`src/rtl/core/hde_pkg.sv`:
```
`timescale 1ns / 1ps

package hde_pkg;

    // Date part geometry
    localparam int DATE_LEN = 21;
    localparam int POS_W    = 5;
    localparam int LEN_1123 = 21;
    localparam int LEN_850  = 19;
    localparam int LEN_ASC  = 20;
    localparam int SECS_W   = 38;
    localparam int YEAR_W   = 13;

    // Calendar constants (years counted from 1900, days shifted to March)
    localparam int EPOCH_DAYS = 25508;
    localparam int MIN_YEAR   = 70;
    localparam int CLAMP_YEAR = 138;
    localparam int MIN_CENT   = 19;
    localparam int MAX_MDAY   = 31;
    localparam int LEAP_MDAY  = 29;
    localparam int MAX_HOUR   = 23;
    localparam int MAX_MIN    = 59;
    localparam int MAX_SEC    = 61;

    // Character codes
    localparam logic [7:0] CH_NUL   = 8'h00;
    localparam logic [7:0] CH_TAB   = 8'h09;
    localparam logic [7:0] CH_CR    = 8'h0D;
    localparam logic [7:0] CH_SPACE = 8'h20;
    localparam logic [7:0] CH_ZERO  = 8'h30;
    localparam logic [7:0] CH_NINE  = 8'h39;
    localparam logic [7:0] CH_UP_A  = 8'h41;
    localparam logic [7:0] CH_UP_Z  = 8'h5A;
    localparam logic [7:0] CH_LO_A  = 8'h61;
    localparam logic [7:0] CH_LO_Z  = 8'h7A;
    localparam logic [7:0] CH_END   = 8'h2A;

    // Mask class codes
    localparam logic [7:0] CLS_UPPER = 8'h40;
    localparam logic [7:0] CLS_LOWER = 8'h24;
    localparam logic [7:0] CLS_DIGIT = 8'h23;
    localparam logic [7:0] CLS_DIGSP = 8'h7E;

    localparam logic [8*22-1:0] MASK_1123 = "## @$$ #### ##:##:## *";
    localparam logic [8*20-1:0] MASK_850  = "##-@$$-## ##:##:## *";
    localparam logic [8*21-1:0] MASK_ASC  = "@$$ ~# ##:##:## ####*";
    localparam logic [8*36-1:0] MONTH_NAMES = "JanFebMarAprMayJunJulAugSepOctNovDec";

    // Month indexes
    localparam logic [3:0] MON_JAN  = 4'd0;
    localparam logic [3:0] MON_FEB  = 4'd1;
    localparam logic [3:0] MON_MAR  = 4'd2;
    localparam logic [3:0] MON_APR  = 4'd3;
    localparam logic [3:0] MON_MAY  = 4'd4;
    localparam logic [3:0] MON_JUN  = 4'd5;
    localparam logic [3:0] MON_JUL  = 4'd6;
    localparam logic [3:0] MON_AUG  = 4'd7;
    localparam logic [3:0] MON_SEP  = 4'd8;
    localparam logic [3:0] MON_OCT  = 4'd9;
    localparam logic [3:0] MON_NOV  = 4'd10;
    localparam logic [3:0] MON_DEC  = 4'd11;
    localparam int         MONTHS   = 12;

    typedef enum logic [1:0] {
        FMT_1123 = 2'd0,
        FMT_850  = 2'd1,
        FMT_ASC  = 2'd2
    } fmt_t;

    typedef enum logic [3:0] {
        PH_SKIP_WS  = 4'b0001,
        PH_SKIP_DAY = 4'b0010,
        PH_COLLECT  = 4'b0100,
        PH_DEAD     = 4'b1000
    } phase_t;

    typedef enum logic [4:0] {
        ST_SCAN   = 5'b00001,
        ST_DECODE = 5'b00010,
        ST_CHECK  = 5'b00100,
        ST_MUL    = 5'b01000,
        ST_DONE   = 5'b10000
    } state_t;

    typedef enum logic [1:0] {
        MS_DAYS  = 2'd0,
        MS_HOURS = 2'd1,
        MS_MINS  = 2'd2,
        MS_SECS  = 2'd3
    } mstep_t;

    // Mask character at a position of the checked part
    function automatic logic [7:0] mask_char(input fmt_t fmt, input logic [POS_W-1:0] pos);
        logic [7:0] ch;
        ch = CH_END;
        unique case (fmt)
            FMT_1123: if (pos < POS_W'(LEN_1123)) ch = MASK_1123[8*(LEN_1123 - int'(pos)) +: 8];
            FMT_850:  if (pos < POS_W'(LEN_850))  ch = MASK_850[8*(LEN_850 - int'(pos)) +: 8];
            FMT_ASC:  if (pos < POS_W'(LEN_ASC))  ch = MASK_ASC[8*(LEN_ASC - int'(pos)) +: 8];
            default:  ch = CH_END;
        endcase
        return ch;
    endfunction

    // Byte against one mask character
    function automatic logic class_ok(input logic [7:0] m, input logic [7:0] b);
        logic dig;
        logic ok;
        dig = (b >= CH_ZERO) && (b <= CH_NINE);
        unique case (m)
            CLS_UPPER: ok = (b >= CH_UP_A) && (b <= CH_UP_Z);
            CLS_LOWER: ok = (b >= CH_LO_A) && (b <= CH_LO_Z);
            CLS_DIGIT: ok = dig;
            CLS_DIGSP: ok = dig || (b == CH_SPACE);
            default:   ok = (m == b);
        endcase
        return ok;
    endfunction

    // Two ASCII digits to a number
    function automatic logic [6:0] dec2(input logic [7:0] hi, input logic [7:0] lo);
        return 7'({hi[3:0], 3'b000}) + 7'({hi[3:0], 1'b0}) + 7'(lo[3:0]);
    endfunction

    function automatic logic [23:0] month_name(input int idx);
        return MONTH_NAMES[24*(MONTHS - 1 - idx) +: 24];
    endfunction

    // Day of a March-based year on which each month starts
    function automatic logic [8:0] month_offset(input logic [3:0] mon);
        logic [8:0] off;
        unique case (mon)
            MON_JAN: off = 9'd306;
            MON_FEB: off = 9'd337;
            MON_MAR: off = 9'd0;
            MON_APR: off = 9'd31;
            MON_MAY: off = 9'd61;
            MON_JUN: off = 9'd92;
            MON_JUL: off = 9'd122;
            MON_AUG: off = 9'd153;
            MON_SEP: off = 9'd184;
            MON_OCT: off = 9'd214;
            MON_NOV: off = 9'd245;
            MON_DEC: off = 9'd275;
            default: off = 9'd0;
        endcase
        return off;
    endfunction

endpackage

```
`src/rtl/core/http_date_to_epoch_seconds.sv`:
```
`timescale 1ns / 1ps

// Channel   Handshake                    Payload
// input     byte_valid / byte_ready      byte_in[7:0], last_byte
// output    result_valid / result_ready  epoch_seconds[37:0]
// config    cfg_write_en                 cfg_write_data (clamp to 32-bit time)
//
// Bytes are taken one per cycle while the string streams in.
// After the last byte the block drops byte_ready through the decode state, the check
// state, four multiply-add passes through the shared unit and the output load.
// The output load waits while a previous result is still held in the output register.
// Reset returns the scanner to whitespace skip and empties the output register.

module http_date_to_epoch_seconds (
    input  logic        clk,
    input  logic        rst_n,
    input  logic        byte_valid,
    output logic        byte_ready,
    input  logic [7:0]  byte_in,
    input  logic        last_byte,
    output logic        result_valid,
    input  logic        result_ready,
    output logic [37:0] epoch_seconds,
    input  logic        cfg_write_en,
    input  logic        cfg_write_data
);

    hde_pkg::state_t state_reg, state_next;
    hde_pkg::phase_t phase_reg, phase_next;
    hde_pkg::mstep_t step_reg, step_next;
    logic [hde_pkg::POS_W-1:0] pos_reg, pos_next;
    logic [2:0]  flags_reg, flags_next;
    logic [7:0]  date_reg [hde_pkg::DATE_LEN];
    logic        clamp_reg;
    logic        result_valid_reg, result_valid_next;

    logic        byte_accept;
    logic [2:0]  byte_fail;
    logic        is_ws;

    // Decode stage
    hde_pkg::fmt_t fmt;
    logic        m1123, m850, masc, century_form;
    logic [6:0]  cc, yy;
    logic [23:0] mon_bytes;
    logic        ok_dec_reg, ok_dec_next;
    logic [6:0]  c_reg, c_next, r_reg, r_next;
    logic [6:0]  mday_reg, mday_next, hour_reg, hour_next;
    logic [6:0]  min_reg, min_next, sec_reg, sec_next;
    logic [3:0]  mon_reg, mon_next;
    logic        mon_found;

    // Check stage
    logic [hde_pkg::YEAR_W-1:0] year, yearm;
    logic        nonleap, short_month, early;
    logic [6:0]  cm, rm;
    logic        ok_reg, ok_next;
    logic [hde_pkg::SECS_W-1:0] base_reg, base_next;

    // Shared multiply-add unit
    logic [8:0]  mul_k;
    logic [hde_pkg::SECS_W-1:0] mul_add, mul_sum;
    logic [hde_pkg::SECS_W-1:0] acc_reg, acc_next;
    logic [hde_pkg::SECS_W-1:0] epoch_reg, epoch_next;
    logic        out_load;

    assign byte_ready    = (state_reg == hde_pkg::ST_SCAN);
    assign byte_accept   = byte_valid && byte_ready;
    assign result_valid  = result_valid_reg;
    assign epoch_seconds = epoch_reg;
    assign out_load      = (state_reg == hde_pkg::ST_DONE) && (!result_valid_reg || result_ready);

    // Check the incoming byte against all three masks
    assign byte_fail[0] = (pos_reg < hde_pkg::POS_W'(hde_pkg::LEN_1123)) &&
        !hde_pkg::class_ok(hde_pkg::mask_char(hde_pkg::FMT_1123, pos_reg), byte_in);
    assign byte_fail[1] = (pos_reg < hde_pkg::POS_W'(hde_pkg::LEN_850)) &&
        !hde_pkg::class_ok(hde_pkg::mask_char(hde_pkg::FMT_850, pos_reg), byte_in);
    assign byte_fail[2] = (pos_reg < hde_pkg::POS_W'(hde_pkg::LEN_ASC)) &&
        !hde_pkg::class_ok(hde_pkg::mask_char(hde_pkg::FMT_ASC, pos_reg), byte_in);
    assign is_ws = (byte_in == hde_pkg::CH_SPACE) ||
        ((byte_in >= hde_pkg::CH_TAB) && (byte_in <= hde_pkg::CH_CR));

    // Advance the byte scanner; clear it once the date has been decoded
    always_comb
    begin
        phase_next = phase_reg;
        pos_next   = pos_reg;
        flags_next = flags_reg;
        if (state_reg == hde_pkg::ST_DECODE)
        begin
            phase_next = hde_pkg::PH_SKIP_WS;
            pos_next   = '0;
            flags_next = 3'b111;
        end
        else if (byte_accept)
        begin
            unique case (phase_reg)
                hde_pkg::PH_SKIP_WS:
                begin
                    if (byte_in == hde_pkg::CH_NUL)
                    begin
                        flags_next = 3'b000;
                        phase_next = hde_pkg::PH_DEAD;
                    end
                    else if (!is_ws)
                    begin
                        phase_next = hde_pkg::PH_SKIP_DAY;
                    end
                end
                hde_pkg::PH_SKIP_DAY:
                begin
                    if (byte_in == hde_pkg::CH_SPACE)
                    begin
                        phase_next = hde_pkg::PH_COLLECT;
                    end
                    else if (byte_in == hde_pkg::CH_NUL)
                    begin
                        flags_next = 3'b000;
                        phase_next = hde_pkg::PH_DEAD;
                    end
                end
                hde_pkg::PH_COLLECT:
                begin
                    if (pos_reg < hde_pkg::POS_W'(hde_pkg::DATE_LEN))
                    begin
                        flags_next = flags_reg & ~byte_fail;
                        pos_next   = pos_reg + 1'b1;
                    end
                end
                default:
                begin
                    phase_next = phase_reg;
                end
            endcase
        end
    end

    // Pick the first complete format and pull out its fields
    always_comb
    begin
        m1123 = flags_reg[0] && (pos_reg >= hde_pkg::POS_W'(hde_pkg::LEN_1123));
        m850  = flags_reg[1] && (pos_reg >= hde_pkg::POS_W'(hde_pkg::LEN_850));
        masc  = flags_reg[2] && (pos_reg >= hde_pkg::POS_W'(hde_pkg::LEN_ASC));
        priority if (m1123)
            fmt = hde_pkg::FMT_1123;
        else if (m850)
            fmt = hde_pkg::FMT_850;
        else
            fmt = hde_pkg::FMT_ASC;

        unique case (fmt)
            hde_pkg::FMT_850:
            begin
                century_form = 1'b0;
                cc        = '0;
                yy        = hde_pkg::dec2(date_reg[7], date_reg[8]);
                mday_next = hde_pkg::dec2(date_reg[0], date_reg[1]);
                hour_next = hde_pkg::dec2(date_reg[10], date_reg[11]);
                min_next  = hde_pkg::dec2(date_reg[13], date_reg[14]);
                sec_next  = hde_pkg::dec2(date_reg[16], date_reg[17]);
                mon_bytes = {date_reg[3], date_reg[4], date_reg[5]};
            end
            hde_pkg::FMT_ASC:
            begin
                century_form = 1'b1;
                cc        = hde_pkg::dec2(date_reg[16], date_reg[17]);
                yy        = hde_pkg::dec2(date_reg[18], date_reg[19]);
                mday_next = (date_reg[4] == hde_pkg::CH_SPACE) ? 7'(date_reg[5][3:0])
                                                              : hde_pkg::dec2(date_reg[4], date_reg[5]);
                hour_next = hde_pkg::dec2(date_reg[7], date_reg[8]);
                min_next  = hde_pkg::dec2(date_reg[10], date_reg[11]);
                sec_next  = hde_pkg::dec2(date_reg[13], date_reg[14]);
                mon_bytes = {date_reg[0], date_reg[1], date_reg[2]};
            end
            default:
            begin
                century_form = 1'b1;
                cc        = hde_pkg::dec2(date_reg[7], date_reg[8]);
                yy        = hde_pkg::dec2(date_reg[9], date_reg[10]);
                mday_next = hde_pkg::dec2(date_reg[0], date_reg[1]);
                hour_next = hde_pkg::dec2(date_reg[12], date_reg[13]);
                min_next  = hde_pkg::dec2(date_reg[15], date_reg[16]);
                sec_next  = hde_pkg::dec2(date_reg[18], date_reg[19]);
                mon_bytes = {date_reg[3], date_reg[4], date_reg[5]};
            end
        endcase

        // Split the year into centuries and remainder from 1900
        r_next = yy;
        if (century_form)
            c_next = cc - 7'(hde_pkg::MIN_CENT);
        else
            c_next = (yy < 7'(hde_pkg::MIN_YEAR)) ? 7'd1 : 7'd0;

        // Look up the month name
        mon_found = 1'b0;
        mon_next  = hde_pkg::MON_JAN;
        for (int i = 0; i < hde_pkg::MONTHS; i++)
        begin
            if (mon_bytes == hde_pkg::month_name(i))
            begin
                mon_found = 1'b1;
                mon_next  = 4'(i);
            end
        end

        ok_dec_next = (phase_reg == hde_pkg::PH_COLLECT) && (m1123 || m850 || masc) &&
                      mon_found && (!century_form || (cc >= 7'(hde_pkg::MIN_CENT)));
    end

    // Range checks, year and day base for the multiply passes
    always_comb
    begin
        year    = hde_pkg::YEAR_W'(c_reg) * hde_pkg::YEAR_W'(100) + hde_pkg::YEAR_W'(r_reg);
        nonleap = (r_reg[1:0] != 2'b00) || ((r_reg == 7'd0) && (c_reg[1:0] != 2'b01));
        short_month = (mon_reg == hde_pkg::MON_APR) || (mon_reg == hde_pkg::MON_JUN) ||
                      (mon_reg == hde_pkg::MON_SEP) || (mon_reg == hde_pkg::MON_NOV);
        early   = (mon_reg < hde_pkg::MON_MAR);

        ok_next = ok_dec_reg &&
                  (mday_reg != 7'd0) && (mday_reg <= 7'(hde_pkg::MAX_MDAY)) &&
                  (hour_reg <= 7'(hde_pkg::MAX_HOUR)) &&
                  (min_reg <= 7'(hde_pkg::MAX_MIN)) &&
                  (sec_reg <= 7'(hde_pkg::MAX_SEC)) &&
                  !(short_month && (mday_reg == 7'(hde_pkg::MAX_MDAY))) &&
                  !((mon_reg == hde_pkg::MON_FEB) &&
                    ((mday_reg > 7'(hde_pkg::LEAP_MDAY)) ||
                     ((mday_reg == 7'(hde_pkg::LEAP_MDAY)) && nonleap))) &&
                  (year >= hde_pkg::YEAR_W'(hde_pkg::MIN_YEAR)) &&
                  !(clamp_reg && (year >= hde_pkg::YEAR_W'(hde_pkg::CLAMP_YEAR)));

        // Count January and February with the year before
        cm = c_reg;
        rm = r_reg;
        if (early)
        begin
            if (r_reg == 7'd0)
            begin
                cm = c_reg - 7'd1;
                rm = 7'd99;
            end
            else
            begin
                rm = r_reg - 7'd1;
            end
        end
        yearm = year - hde_pkg::YEAR_W'(early);

        // Leap days of the full years, month start, day of month
        base_next = hde_pkg::SECS_W'({cm, 4'b0000}) + hde_pkg::SECS_W'({cm, 3'b000}) +
                    hde_pkg::SECS_W'(rm[6:2]) +
                    hde_pkg::SECS_W'((8'(cm) + 8'd3) >> 2) +
                    hde_pkg::SECS_W'(hde_pkg::month_offset(mon_reg)) +
                    hde_pkg::SECS_W'(mday_reg) -
                    hde_pkg::SECS_W'(hde_pkg::EPOCH_DAYS + 1);
    end

    // Shared multiply-add: acc * k + addend
    always_comb
    begin
        unique case (step_reg)
            hde_pkg::MS_DAYS:
            begin
                mul_k   = 9'd365;
                mul_add = base_reg;
            end
            hde_pkg::MS_HOURS:
            begin
                mul_k   = 9'd24;
                mul_add = hde_pkg::SECS_W'(hour_reg);
            end
            hde_pkg::MS_MINS:
            begin
                mul_k   = 9'd60;
                mul_add = hde_pkg::SECS_W'(min_reg);
            end
            default:
            begin
                mul_k   = 9'd60;
                mul_add = hde_pkg::SECS_W'(sec_reg);
            end
        endcase
        mul_sum = hde_pkg::SECS_W'(acc_reg * hde_pkg::SECS_W'(mul_k)) + mul_add;
    end

    // Sequence the conversion and hold the result until taken
    always_comb
    begin
        state_next        = state_reg;
        step_next         = step_reg;
        result_valid_next = result_valid_reg;
        acc_next          = (state_reg == hde_pkg::ST_CHECK) ? hde_pkg::SECS_W'(yearm) : mul_sum;
        epoch_next        = ok_reg ? acc_reg : '0;
        if (result_valid_reg && result_ready)
            result_valid_next = 1'b0;
        unique case (state_reg)
            hde_pkg::ST_SCAN:
            begin
                if (byte_accept && last_byte)
                    state_next = hde_pkg::ST_DECODE;
            end
            hde_pkg::ST_DECODE:
            begin
                state_next = hde_pkg::ST_CHECK;
            end
            hde_pkg::ST_CHECK:
            begin
                state_next = hde_pkg::ST_MUL;
                step_next  = hde_pkg::MS_DAYS;
            end
            hde_pkg::ST_MUL:
            begin
                if (step_reg == hde_pkg::MS_SECS)
                    state_next = hde_pkg::ST_DONE;
                else
                    step_next = hde_pkg::mstep_t'(step_reg + 2'd1);
            end
            hde_pkg::ST_DONE:
            begin
                if (out_load)
                begin
                    result_valid_next = 1'b1;
                    state_next        = hde_pkg::ST_SCAN;
                end
            end
            default:
            begin
                state_next = hde_pkg::ST_SCAN;
            end
        endcase
    end

    // Control registers
    always_ff @(posedge clk or negedge rst_n)
    begin
        if (!rst_n)
        begin
            state_reg        <= hde_pkg::ST_SCAN;
            phase_reg        <= hde_pkg::PH_SKIP_WS;
            step_reg         <= hde_pkg::MS_DAYS;
            pos_reg          <= '0;
            flags_reg        <= 3'b111;
            clamp_reg        <= 1'b0;
            result_valid_reg <= 1'b0;
        end
        else
        begin
            state_reg        <= state_next;
            phase_reg        <= phase_next;
            step_reg         <= step_next;
            pos_reg          <= pos_next;
            flags_reg        <= flags_next;
            result_valid_reg <= result_valid_next;
            if (cfg_write_en)
                clamp_reg <= cfg_write_data;
        end
    end

    // Date bytes and datapath registers
    always_ff @(posedge clk)
    begin
        if (byte_accept && (phase_reg == hde_pkg::PH_COLLECT) &&
            (pos_reg < hde_pkg::POS_W'(hde_pkg::DATE_LEN)))
            date_reg[pos_reg] <= byte_in;
        if (state_reg == hde_pkg::ST_DECODE)
        begin
            ok_dec_reg <= ok_dec_next;
            c_reg      <= c_next;
            r_reg      <= r_next;
            mday_reg   <= mday_next;
            hour_reg   <= hour_next;
            min_reg    <= min_next;
            sec_reg    <= sec_next;
            mon_reg    <= mon_next;
        end
        if (state_reg == hde_pkg::ST_CHECK)
        begin
            ok_reg   <= ok_next;
            base_reg <= base_next;
        end
        if ((state_reg == hde_pkg::ST_CHECK) || (state_reg == hde_pkg::ST_MUL))
            acc_reg <= acc_next;
        if (out_load)
            epoch_reg <= epoch_next;
    end

endmodule

```
`config.mk`:
```
export PLATFORM = sky130hd
export DESIGN_NAME = http_date_to_epoch_seconds
export DESIGN_NICKNAME = d
export VERILOG_FILES = /design/src/rtl/core/hde_pkg.sv /design/src/rtl/core/http_date_to_epoch_seconds.sv
export SDC_FILE = /design/constraint.sdc
export NUM_CORES = 1
export LEC_CHECK = 0
export BUFFER_PORTS_ARGS = -buffer_cell sky130_fd_sc_hd__buf_2
export CAP_MARGIN = 20
export CORE_UTILIZATION = 65
export DETAILED_ROUTE_END_ITERATION = 16
export GPL_ROUTABILITY_DRIVEN = 0
export HOLD_SLACK_MARGIN = 0.1
export PLACE_DENSITY = 0.78
export SLEW_MARGIN = 10
export SYNTH_ARGS = -nofsm -noshare
export SYNTH_HDL_FRONTEND = slang
export SYNTH_SLANG_ARGS = --single-unit
```
`constraint.sdc`:
```
create_clock -name clk -period 9.74 [get_ports clk]
set_input_delay 0.974 -clock clk [delete_from_list [all_inputs] [get_ports clk]]
set_output_delay 0.974 -clock clk [all_outputs]
set_load 0.01 [all_outputs]
```
== Word-level counts from Yosys, hierarchy flattened ==
Memory sizes are Yosys's and may differ from the RTL's.
Index checks and enable logic that the tools add are counted.
Operators by class
  $lt $le $gt $ge: 24
  multiplexer cells: 75
  reduce and logical (&&, ||, !) cells: 70
  equal/unequal tests: 58
  shifts and indexed selects: 3
  multiply operators: 2
  add/sub/neg operators: 38
  bitwise logic cells: 2
Operators by type and width (number)
  $eq A24 B23 Y1 const B: 12
  $shiftx A176 B9 Y8 const A: 1
  $shiftx A168 B9 Y8 const A: 1
  $shiftx A160 B9 Y8 const A: 1
  $pmux W38 S3: 1
  $add A7 B4 Y7: 10
  $add A7 B5 Y7: 10
  $pmux W7 S2: 5
  $eq A8 B6 Y1 const B: 8
  $mux W7: 7
  $eq A8 B7 Y1 const B: 6
  $mux W4: 12
  $add A38 B38 Y38: 1
  $mul A38 B9 Y38: 1
  $mux W5: 7
  $logic_and A1 B1 Y1: 33
  $pmux W5 S5: 1
  $eq A8 B8 Y1: 3
  $mux W24: 1
  $mux W8: 3
  $mux W1: 20
  $pmux W9 S2: 1
  $sub A5 B5 Y6 const A: 3
  $sub A16 B15 Y17 const B: 1
  69 further kinds: 123
Storage, ports and cells
  output and inout bits: 40
  logic and storage cells: 296
  memories kept: 2
  input port bits: 15
  memory bits (read-only): 144
  memory bits (writable): 168
  bits in registers: 183
Memory list
  date_reg: depth 21, bits a word 8, read ports 19, clocked after memory_dff 0, wr ports 1, RTL line http_date_to_epoch_seconds.sv:33  | logic [7:0] date_reg [hde_pkg::DATE_LEN];
  (no name shown): depth 16, bits a word 9, read ports 1, clocked after memory_dff 0, wr ports 0, RTL line hde_pkg.sv:132  | unique case (mon)

== Logic depth before layout (Yosys ltp) ==
  depth in word-level cells: 21
  mapped depth: 27
  depth with buffers taken out: 27

== Least setup slack after synthesis ==
No wires, ideal clock.
  path kind: register to register
  start point: register step_reg[0]
  end point: register acc_reg[30] (netlist bit), data pin
  path slack: 2555 ps
  arrival time: 7025 ps
  period minus slack after synthesis: 7185 ps
  library setup time: 160 ps
  cell stages (with the launch flop): 23
  required time: 9580 ps
  cells stage by stage: dfrtp_1 -> inv_1 -> ha_1 -> clkbuf_1 -> clkinv_1 -> nand2_1 -> fa_1 -> inv_1 -> fa_1 -> fa_1 -> fa_1 -> inv_1 -> fa_1 -> inv_1 -> ha_1 -> a21o_1 -> a21o_1 -> a21o_1 -> a221o_1 -> o2111ai_2 -> a31oi_1 -> or3_1 -> a21oi_1
Between the ends
  cells in the longest elaborated chain, start to end: 4
  elaborated cells between the ends (all ways): 7
  classes of those cells: add/sub (1); mul (1); eq/ne (2); mux (2); reduce/logical (1)
RTL lines
  start: declaration: RTL line http_date_to_epoch_seconds.sv:30  | hde_pkg::mstep_t step_reg, step_next;
  start signal: assignment: RTL line http_date_to_epoch_seconds.sv:340  | step_reg <= hde_pkg::MS_DAYS;
  start signal: assignment: RTL line http_date_to_epoch_seconds.sv:350  | step_reg <= step_next;
  $eq A2 B1 Y1 / $logic_not A2 Y1 (equally long branches): RTL line http_date_to_epoch_seconds.sv:261  | unique case (step_reg)
  $pmux W9 S2: RTL line http_date_to_epoch_seconds.sv:261
  $mul A38 B9 Y38: RTL line http_date_to_epoch_seconds.sv:283  | mul_sum = hde_pkg::SECS_W'(acc_reg * hde_pkg::SECS_W'(mul_k)) + mul_add;
  $add A38 B38 Y38 *: RTL line http_date_to_epoch_seconds.sv:283
  end signal: assignment: RTL line http_date_to_epoch_seconds.sv:382  | acc_reg <= acc_next;
  end: declaration: RTL line http_date_to_epoch_seconds.sv:63  | logic [hde_pkg::SECS_W-1:0] acc_reg, acc_next;
Every way passes the cells marked *; elsewhere a longest branch is shown, timed or not.
A chain may end at the register's enable or synchronous reset.

== Worst setup path in the final report ==
  start point: register step_reg[0]
  end point: register acc_reg[31] (netlist bit), data pin
The elaborated chain is that of the path after synthesis.

==> out/metrics.cfg <==
[clock_network]
cts_root_buf=clkbuf_16
cts_tree=built
clk_pin_slew_worst_paths_ns=0.06
h-tree-depth=1
cts_setup_buffers=0
cts.sinks=260
cts_resized=0
numCtsBuffers=30
clkLatencyLatePin_ns=0.59
holdBufCountCts=0
cts_max_path_buffers=3

[floorplanning]
start_util_pct=66.2
rows=72
dieHeight_um=201
core_um2=38800
fp.dieW_um=201
ios=55
fp.dieArea_um2=40300

[setup_path]
cpPeakStageDelay_ns=0.82
reg2reg_slack_ns=2.40
crit_slowest_cell=ha_1
start_kind=register
cp.arrival_ns=7.62
worst-setup-path-type=reg2reg
cp_common_cell=inv_1
crit_required_ns=10.02
path_cells=inv_1 -> ha_1 -> buf_4 -> and2_1 -> ha_1 -> inv_1 -> fa_1 -> inv_1 -> fa_1 -> fa_1 -> inv_1 -> fa_1 -> inv_1 -> ha_1 -> nand4_1 -> nor3b_2 -> o31ai_1 -> a211oi_2 -> o2111ai_2 -> a2111oi_0 -> o21a_1 -> nor3_1
crit_path_end_kind=register
cp_max_fo=28

[cells_and_area]
diodes=0
largest_reg_flops=100
drive_gt1_share_pct=6.07
area_growth_pct=7.00
nFillCells=2761
post-route-util_pct=70.8
final_cell_mix=349 x inv_1, 286 x ha_1, 239 x edfxtp_1
mostFrequentLayoutCell=inv_1
fin_nets=3097
final_cells=3105

[detailed_routing]
post_drt_wl_per_cell_um=19.6
vias=18920
drt_iter0_markers=1605
drt_wl_total_mm=61.0
drcViolationCount=0
postRouteAntennaNets=0
avgViaCountPerCell=6.09
drt-pass1-iter-count=8

[timing]
tns_ns=0
rsz0062_at_grt=false
hold-worst-slack_ns=0.403
finalCritPeriodShare_pct=75.4
fin_crit_ns=7.34
setup_viol=0
fmax_mhz=136
tightest_slew_ns=1.17
finClkSkew_ns=0.0275
finalHoldViolCount=0
slew_violations=0
max_slew_margin_pct=20.0

[yosys]
ys_ff_latch=260
ys.warnings.count=0
synth_edf_count=239
synth.yosys.seq_area_share_pct=30.0
syn_nets=3068
synth_cell_type_count=91
async_flop_share_pct=8.08
syn_inst=2535
syn-cell-area_um2=25700
syn_avg_cell_area_um2=10.1
synth-main-ff-cell=edfxtp_1

[hold_path]
worstHoldPathType=in2async

[grt]
grt_pass1_wl_mm=99.7
grt_usage_pct=31.0
grt_pass1_vias=19454
overflow=0
antenna_found_initial=1
grt_max_degree=53

[outcome]
status=finished clean

[flow_run]
drv_cap=0

[place]
dp_hpwl_mm=47.2
placedCellCount=3048
io_buffers=54

[final timing paths]
| check | start | to | depth (start not counted) |
|---|---|---|---|
| max in group asynchronous | rst_n | state_reg[4] | 1 |
| setup / recovery | step_reg[0] | acc_reg[31] | 22 |
| hold reg to reg | flags_reg[1] | flags_reg[1] | 2 |
| setup reg to reg | step_reg[0] | acc_reg[31] | 22 |
| min in group clk | flags_reg[1] | flags_reg[1] | 2 |
| hold / removal | rst_n | clamp_reg | 1 |
[synthesized netlist by cell type (all sizes together) (25+ instances only)]
master	n	area (µm²)
a21o	43	323
clkbuf	48	180
a31oi	39	244
and2	87	544
o21ai	78	394
ha	287	3590
fa	231	4620
nand2b	25	156
xnor2	94	823
nor2b	68	433
xor2	40	350
nor3	48	245
nand3	38	190
edfxtp	239	7180
nor2	164	623
inv	351	1320
nand2	182	683
a21oi	112	572
nand4	25	156
[layout make-up]
class                   count  area, µm²  area share, %
repair buffers             69        403           1.46
flip-flops and latches    260       7710           28.0
well taps                 518        648           2.36
clock inverters            16        208          0.755
clock buffers              39        826           3.00
inverters                 353       1330           4.82
multi-input cells        1850      16400           59.6
[metal layers]
layer  routed length, µm  part of all wire [%]  vias up  global-route usage (%)
met3                3850                   6.3      179                    3.78
met4                2160                   3.5        0                    11.0
met2               30600                    50      787                    54.2
met5                   0                     0        -                       0
met1               24400                    40     9171                    39.6
li1                    -                     -     8783                       -
[logic make-up (layout without fill, tap and decap cells)]
family / count (synthesis) / in the layout / share of synthesized area, %
AO/OA/AOI/OAI: 419 / 419 / 10.9
multiplexers: 29 / 29 / 1.15
flip-flops: 260 / 260 / 30.0
buffers and inverters: 425 / 477 / 6.30
adder cells (fa/ha/maj): 518 / 518 / 32.0
XOR/XNOR: 134 / 134 / 4.57
AND/OR/NAND/NOR: 750 / 750 / 15.2
[critical path, delay by kind of cell (launching register included)]
kind | cells | cell delay [ns]
simple gates | 4 | 0.73
compound gates | 5 | 1.64
fa+ha+maj | 7 | 3.41
flops | 1 | 0.42
buf+inv | 6 | 0.83
[per-stage QoR]
step           setup WS (ns)  cell area, µm²
3_3_place_gp            2.93           26400
4_1_cts                 2.52           27500
6_report                2.40           27500
2_1_floorplan           2.55           25700
3_5_place_dp            2.59           26400
5_1_grt                 1.88           27500
Power is left out: the tool's default activity adds up to more than one toggle a clock period on the data nets, which glitch-free logic cannot reach.
